**src/sv/dcp_pkg.sv**
```systemverilog
package dcp_pkg;

    localparam int POS_W    = 32;
    localparam int IDX_W    = 16;
    localparam int MASS_W   = 24;
    localparam int REST_W   = 31;
    localparam int STIFF_W  = 17;
    localparam int STAT_W   = 2;

    localparam logic [STIFF_W-1:0] K_ONE = 17'h10000;

    localparam logic [STAT_W-1:0] ST_APPLIED    = 2'd0;
    localparam logic [STAT_W-1:0] ST_ZERO_MASS  = 2'd1;
    localparam logic [STAT_W-1:0] ST_COINCIDENT = 2'd2;

    // |d| per axis, squares, sum of squares
    localparam int MAG_W    = POS_W + 1;
    localparam int SQ_W     = 2 * MAG_W;
    localparam int RAD_W    = SQ_W;
    localparam int SQ_STEPS = RAD_W / 2;
    localparam int ROOT_W   = SQ_STEPS;
    localparam int SQ_REM_W = ROOT_W + 2;

    localparam int ERR_W    = ROOT_W + 1;
    localparam int NF_W     = MASS_W + STIFF_W;
    localparam int WSUM_W   = MASS_W + 1;
    localparam int UNIT_SH  = 30;

    // divider parameters, common to all five dividers: unit numerator m << 30, quotient below 2^31
    localparam int DIV_STEPS  = 31;
    localparam int DIV_NUM_W  = MAG_W + UNIT_SH;
    localparam int DIV_DEN_W  = ROOT_W + 2;
    localparam int DIV_HI_PAD = DIV_DEN_W - (DIV_NUM_W - DIV_STEPS);

    localparam int SHARE_W  = STIFF_W;
    localparam int A_W      = ERR_W + SHARE_W;
    localparam int A_LO_W   = 26;
    localparam int A_HI_W   = A_W - A_LO_W;
    localparam int PL_W     = A_LO_W + DIV_STEPS;
    localparam int PH_W     = A_HI_W + DIV_STEPS;
    localparam int FULL_W   = A_W + DIV_STEPS;
    localparam int CORR_SH  = 46;
    localparam int CMAG_W   = FULL_W - CORR_SH;
    localparam int ACC_W    = CMAG_W + 2;

    localparam int PIPE_STAGES = 3 + SQ_STEPS + 1 + DIV_STEPS + 4;

    typedef logic [SQ_W-1:0]      t_sq;
    typedef logic [DIV_NUM_W-1:0] t_div_num;
    typedef logic [DIV_DEN_W-1:0] t_div_den;
    typedef logic [FULL_W-1:0]    t_full;
    typedef logic [ACC_W-1:0]     t_acc;
    typedef logic [A_W-1:0]       t_a;
    typedef logic [ERR_W-1:0]     t_err;

    typedef struct packed {
        logic signed [POS_W-1:0]  first_x;
        logic signed [POS_W-1:0]  first_y;
        logic signed [POS_W-1:0]  first_z;
        logic signed [POS_W-1:0]  second_x;
        logic signed [POS_W-1:0]  second_y;
        logic signed [POS_W-1:0]  second_z;
        logic [MASS_W-1:0]        first_inv_mass;
        logic [MASS_W-1:0]        second_inv_mass;
        logic [REST_W-1:0]        rest_length;
        logic [IDX_W-1:0]         first_index;
        logic [IDX_W-1:0]         second_index;
    } t_in_word;

    typedef struct packed {
        logic signed [POS_W-1:0]  new_first_x;
        logic signed [POS_W-1:0]  new_first_y;
        logic signed [POS_W-1:0]  new_first_z;
        logic signed [POS_W-1:0]  new_second_x;
        logic signed [POS_W-1:0]  new_second_y;
        logic signed [POS_W-1:0]  new_second_z;
        logic [IDX_W-1:0]         out_first_index;
        logic [IDX_W-1:0]         out_second_index;
        logic [STAT_W-1:0]        status;
    } t_out_word;

    typedef struct packed {
        logic [2:0][POS_W-1:0]    p1;
        logic [2:0][POS_W-1:0]    p2;
        logic [IDX_W-1:0]         idx1;
        logic [IDX_W-1:0]         idx2;
        logic [REST_W-1:0]        rest;
        logic [2:0][MAG_W-1:0]    m;
        logic [2:0]               neg;
        logic [STAT_W-1:0]        status;
        logic [NF_W-1:0]          nf1;
        logic [NF_W-1:0]          nf2;
        logic [WSUM_W-1:0]        wsum;
    } t_side;

    function automatic logic [POS_W-1:0] sat32(input logic [ACC_W-1:0] v);
        logic signed [ACC_W-1:0] s;
        s = $signed(v);
        if (s > $signed(t_acc'(32'h7FFFFFFF))) begin
            sat32 = 32'h7FFFFFFF;
        end else if (s < -$signed(t_acc'(33'h080000000))) begin
            sat32 = 32'h80000000;
        end else begin
            sat32 = v[POS_W-1:0];
        end
    endfunction

endpackage

```
**src/sv/dcp_sqrt.sv**
```systemverilog
module dcp_sqrt (
    input  logic                          i_clk,
    input  logic                          i_en,
    input  logic [dcp_pkg::RAD_W-1:0]     i_rad,
    output logic [dcp_pkg::ROOT_W-1:0]    o_root
);

    logic [dcp_pkg::SQ_REM_W-1:0] r_rem  [dcp_pkg::SQ_STEPS];
    logic [dcp_pkg::ROOT_W-1:0]   r_root [dcp_pkg::SQ_STEPS];
    logic [dcp_pkg::RAD_W-1:0]    r_rad  [dcp_pkg::SQ_STEPS];

    // one result bit per stage, two radicand bits consumed
    genvar j;
    generate
        for (j = 0; j < dcp_pkg::SQ_STEPS; j++) begin : g_step
            logic [dcp_pkg::SQ_REM_W-1:0] w_rem;
            logic [dcp_pkg::ROOT_W-1:0]   w_root;
            logic [dcp_pkg::RAD_W-1:0]    w_rad;
            logic [dcp_pkg::SQ_REM_W+1:0] w_t;
            logic [dcp_pkg::SQ_REM_W+1:0] w_trial;
            logic [dcp_pkg::SQ_REM_W+1:0] w_d;
            logic                         w_ge;

            if (j == 0) begin : g_first
                assign w_rem  = '0;
                assign w_root = '0;
                assign w_rad  = i_rad;
            end else begin : g_next
                assign w_rem  = r_rem[j-1];
                assign w_root = r_root[j-1];
                assign w_rad  = r_rad[j-1];
            end

            always_comb begin
                w_t     = {w_rem, w_rad[dcp_pkg::RAD_W-1 -: 2]};
                w_trial = {1'b0, w_root, 2'b01};
                w_d     = w_t - w_trial;
                w_ge    = (w_t >= w_trial);
            end

            always_ff @(posedge i_clk) begin
                if (i_en) begin
                    r_rem[j]  <= w_ge ? w_d[dcp_pkg::SQ_REM_W-1:0]
                                      : w_t[dcp_pkg::SQ_REM_W-1:0];
                    r_root[j] <= {w_root[dcp_pkg::ROOT_W-2:0], w_ge};
                    r_rad[j]  <= {w_rad[dcp_pkg::RAD_W-3:0], 2'b00};
                end
            end
        end
    endgenerate

    assign o_root = r_root[dcp_pkg::SQ_STEPS-1];

endmodule

```
**config.mk**
```make
export PLATFORM = sky130hd
export DESIGN_NAME = dcp_sqrt
export DESIGN_NICKNAME = d
export VERILOG_FILES = /design/src/sv/dcp_pkg.sv /design/src/sv/dcp_sqrt.sv
export SDC_FILE = /design/constraint.sdc
export NUM_CORES = 2
export LEC_CHECK = 0
export BUFFER_PORTS_ARGS = -buffer_cell sky130_fd_sc_hd__buf_2
export CAP_MARGIN = 20
export CORE_ASPECT_RATIO = 1.75
export CORE_MARGIN = 2
export CORE_UTILIZATION = 69
export CTS_CLUSTER_SIZE = 30
export DETAILED_ROUTE_END_ITERATION = 12
export MAX_ROUTING_LAYER = met4
export PLACE_DENSITY_LB_ADDON = 0.3
export SETUP_SLACK_MARGIN = 0.05
export SLEW_MARGIN = 20
export SYNTH_ARGS = -nofsm -noshare
export SYNTH_HDL_FRONTEND = slang
export SYNTH_MEMORY_MAX_BITS = 65536
export SYNTH_SLANG_ARGS = --single-unit
```
**constraint.sdc**
```tcl
create_clock -name i_clk -period 8.55 [get_ports i_clk]
set_input_delay 1.71 -clock i_clk [delete_from_list [all_inputs] [get_ports i_clk]]
set_output_delay 1.71 -clock i_clk [all_outputs]
set_load 0.1 [all_outputs]
```
==> impl_metrics.ini <==
[route]
post_route_wl_mm = 299
drtAntennaViolNets = 0
route.detailed.drc = 0
drt-vias-per-instance = 6.27
vias = 77700
dr.first_iter.drc_count = 7397
drt-pass1-iter-count = 8
avgRoutedWirePerCell_um = 24.2

[setup_path]
rr_startpoint = r_rem[0][1052]
r2r_end = r_rem[0][1104]
cp.required_ns = 9.16
crit_family = compound AO/OA/AOI/OAI gates
crit_chain = ha_1 > a21oi_1 > nand3_1 > a2111oi_0 > o211ai_1 > a32o_1 > a21boi_1 > a211oi_1 > nor2b_4 > buf_4 > o21ai_0
crit_arrival_ns = 5.43
path_depth = 11
critical_path.max_stage_delay_ns = 0.86
worst_setup_path_endpoint = r_rem[0][1104]
minimum_setup_slack_among_reg_to_reg_paths_ns = 3.73
crit_buf_inv = 1
worst_setup_path_start_kind = register
cp-end-kind = register
slowest_cell_on_the_critical_path = sky130_fd_sc_hd__a2111oi_0
worst-path-max-fanout = 37
r2r_cells = 11
crit_path_start = r_rem[0][1052]
critical_path_class = reg2reg

[clocking]
htree_depth = 4
cts_hold_repair.buffers = 0
clock-sinks = 2684
clk_transition_reported_paths_ns = 0.07
cts_tree = built
clk_path_buf_depth = 4
cts_repair_resize_count = 0
post-cts-setup-buffers = 0
cts_root_buf = sky130_fd_sc_hd__clkbuf_16
worstSkewPairLatency_ns = 0.90
cts_inserted_buffers = 230

[final_layout]
drive_above_1_share = 0.0702
layout.cells.most_common = sky130_fd_sc_hd__edfxtp_1
multi_input_comb_area_sq_um = 40600
sequential_cell_area_sq_um = 80600
nets = 10500
syn2layout_area_growth_pct = 8.89
fillCellCount = 10800
mostFrequentLayoutCells = sky130_fd_sc_hd__edfxtp_1, sky130_fd_sc_hd__inv_1, sky130_fd_sc_hd__a21oi_1

[synthesis]
ys.flop_type = sky130_fd_sc_hd__edfxtp_1
postSynthNetCount = 10300
mappedNetlistArea_sq_um = 125000
synth-seq-area-share = 0.646
synth-async-reset-ratio = 0
ys_warn_count = 0
postSynthRegisterBits = 2684
unique_cell_type_count_in_the_yosys_netlist = 97
netlist_instances = 9601
syn_area_per_cell_sq_um = 13.0
synth-edff-count = 2684

[sta]
slew-limit-headroom = 0.216
clock-skew-final_ns = 0.0760
final_period_minus_worst_setup_slack_ns = 4.82
fmax_ghz = 0.208
setup_ws_ns = 3.73
hold_viol = 0
timing.final.setup_violations = 0
worstMarginPinSlew_ns = 1.18
setup_total_negative_slack_ns = 0
grt_setup_unrepaired = false
finalCritPeriodShare = 0.563
finalMaxSlewViolations = 0

[die]
floorplan.core_area_sq_um = 180000
placement_rows = 206
fp.dieW_um = 325
start_util = 0.694
die_height_um = 566
die_area_sq_um = 184000
io_pins = 101

[placement]
dp_hpwl_mm = 209
io_buffers = 100
gp_routability_congestion = 1.02
post-place-ws_ns = 3.96

[global_route]
grt_first_pass_wirelength_mm = 455
pin_count_of_the_biggest_net_entering_global_routing = 211
groute.usage.overall = 0.332
grt_antenna_before_repair = 2
global_route.overflow_total = 0
first_global_vias = 79200

[pwr]
power.density_cell_area_nw_per_um2 = 269
power.ir.vdd_worst_v = 0.000253
reported_leakage_power_nw = 52.1

[worst_hold_path]
timing.hold.worst.class = reg2reg

[outcome]
run_status = complete, no violations

[run]
max_cap_violations = 0
==> synth_stat cells (12+ instances only) <==
master                         n  area, sq um
sky130_fd_sc_hd__or4_1        65          488
sky130_fd_sc_hd__nand2_1     616         2310
sky130_fd_sc_hd__a21o_1      247         1850
sky130_fd_sc_hd__nor2b_1      85          532
sky130_fd_sc_hd__o21a_1      116          871
sky130_fd_sc_hd__or2_2        51          319
sky130_fd_sc_hd__a2111oi_0    19          166
sky130_fd_sc_hd__nand4_1      92          576
sky130_fd_sc_hd__a21oi_1     630         3150
sky130_fd_sc_hd__o21bai_1     56          420
sky130_fd_sc_hd__clkbuf_1    128          480
sky130_fd_sc_hd__nand3_1     145          726
sky130_fd_sc_hd__o2111ai_1    12          105
sky130_fd_sc_hd__o41ai_1      16          140
sky130_fd_sc_hd__mux2_2       85          957
sky130_fd_sc_hd__and2_1       30          188
sky130_fd_sc_hd__nor4_1      125          782
sky130_fd_sc_hd__edfxtp_1   2684        80600
sky130_fd_sc_hd__xnor2_1     441         3860
sky130_fd_sc_hd__o21ai_0     454         2270
sky130_fd_sc_hd__a21boi_0     26          195
sky130_fd_sc_hd__and3_1       66          413
sky130_fd_sc_hd__ha_1        596         7460
sky130_fd_sc_hd__a211o_1      15          131
sky130_fd_sc_hd__xor2_1      445         3900
sky130_fd_sc_hd__nor3_1      232         1160
sky130_fd_sc_hd__inv_1       762         2860
sky130_fd_sc_hd__o211ai_1     29          218
sky130_fd_sc_hd__o31ai_1      64          480
sky130_fd_sc_hd__nand3b_1     23          173
sky130_fd_sc_hd__or3_1       104          651
sky130_fd_sc_hd__a211oi_1     41          308
sky130_fd_sc_hd__nor3b_1      23          173
sky130_fd_sc_hd__nor2_1      609         2290
sky130_fd_sc_hd__o21ai_1      33          165
sky130_fd_sc_hd__and4_1       18          158
sky130_fd_sc_hd__a31oi_1      53          332
sky130_fd_sc_hd__buf_2        25          125
sky130_fd_sc_hd__a31o_2       15          131
sky130_fd_sc_hd__nand2b_1    115          719
sky130_fd_sc_hd__mux2i_1      13          130
sky130_fd_sc_hd__buf_1        16         60.1
==> worst min path at each step <==
stage,start,end,slack (ns),depth (start not counted)
final,r_rad[0][1140],r_rad[0][1206],0.35,0
after global routing,r_rad[0][1068],r_rad[0][1134],0.38,0
after CTS,r_rad[0][1140],r_rad[0][1206],0.35,0
after detailed placement,r_rad[0][955],r_rad[0][1021],0.40,0
after global placement,r_rad[0][220],r_rad[0][286],0.40,0
after floorplan,r_rad[0][934],r_rad[0][1000],0.40,0
==> cell type report <==
class / instances / share of cell area
repair buffers: 159 / 0.00830
multi-input cells: 5973 / 0.299
diodes: 5 / 0.0000921
inverters: 769 / 0.0213
well taps: 2392 / 0.0220
flip-flops and latches: 2684 / 0.594
clock inverters: 143 / 0.0121
clock buffers: 273 / 0.0437
==> worst register-to-register path, delay by kind of cell, from the launching register on <==
| kind | cells | cell delay, ns |
|---|---|---|
| DFF | 1 | 0.41 |
| buffers and inverters | 1 | 0.47 |
| AOI/OAI and AO/OA | 7 | 2.48 |
| and+or+nand+nor | 2 | 0.77 |
| adders and majority gates | 1 | 0.41 |
==> per-stage QoR <==
stage,cells,utilization,power (mW),hold WS (ns),instance area (sq um)
4_1_cts,12400,0.755,36.5,0.353,136000
3_5_place_dp,12000,0.713,25.8,0.405,128000
6_report,12400,0.756,36.5,0.353,136000
3_3_place_gp,12000,0.713,25.5,0.400,128000
2_1_floorplan,9601,-,23.1,0.400,125000
5_1_grt,12400,0.756,37.9,0.375,136000
==> state kept, by name, summed over array words and instances (netlist names) <==
name / cells
r_root: 561
r_rad: 1056
r_rem: 1067
==> kinds of logic after synthesis <==
kind of cell	Yosys count	share of synthesized area
and+or+nand+nor	2453	0.0977
adders and majority gates	596	0.0598
xor gates and xnor gates	886	0.0622
other	1	0.0000301
DFF	2684	0.646
AOI/OAI and AO/OA	1937	0.0961
muxes	100	0.00890
buffers and inverters	944	0.0289
==> power breakdown <==
| part | internal (mW) | switching (mW) | total, mW |
|---|---|---|---|
| clock network | 5.97 | 4.76 | 10.7 |
| logic | 3.13 | 4.67 | 7.80 |
| registers | 16.6 | 1.35 | 18.0 |
| total | 25.7 | 10.8 | 36.5 |
==> metal layers <==
layer / GRT usage / vias to the layer above / routed length, um
met2: 0.615 / 3099 / 165000
met1: 0.332 / 37700 / 99100
met3: 0.0309 / 1041 / 12700
li1: - / 35900 / -
met4: 0.210 / 0 / 22700
met5: - / - / 0
Power figures use the tool's default switching activity.
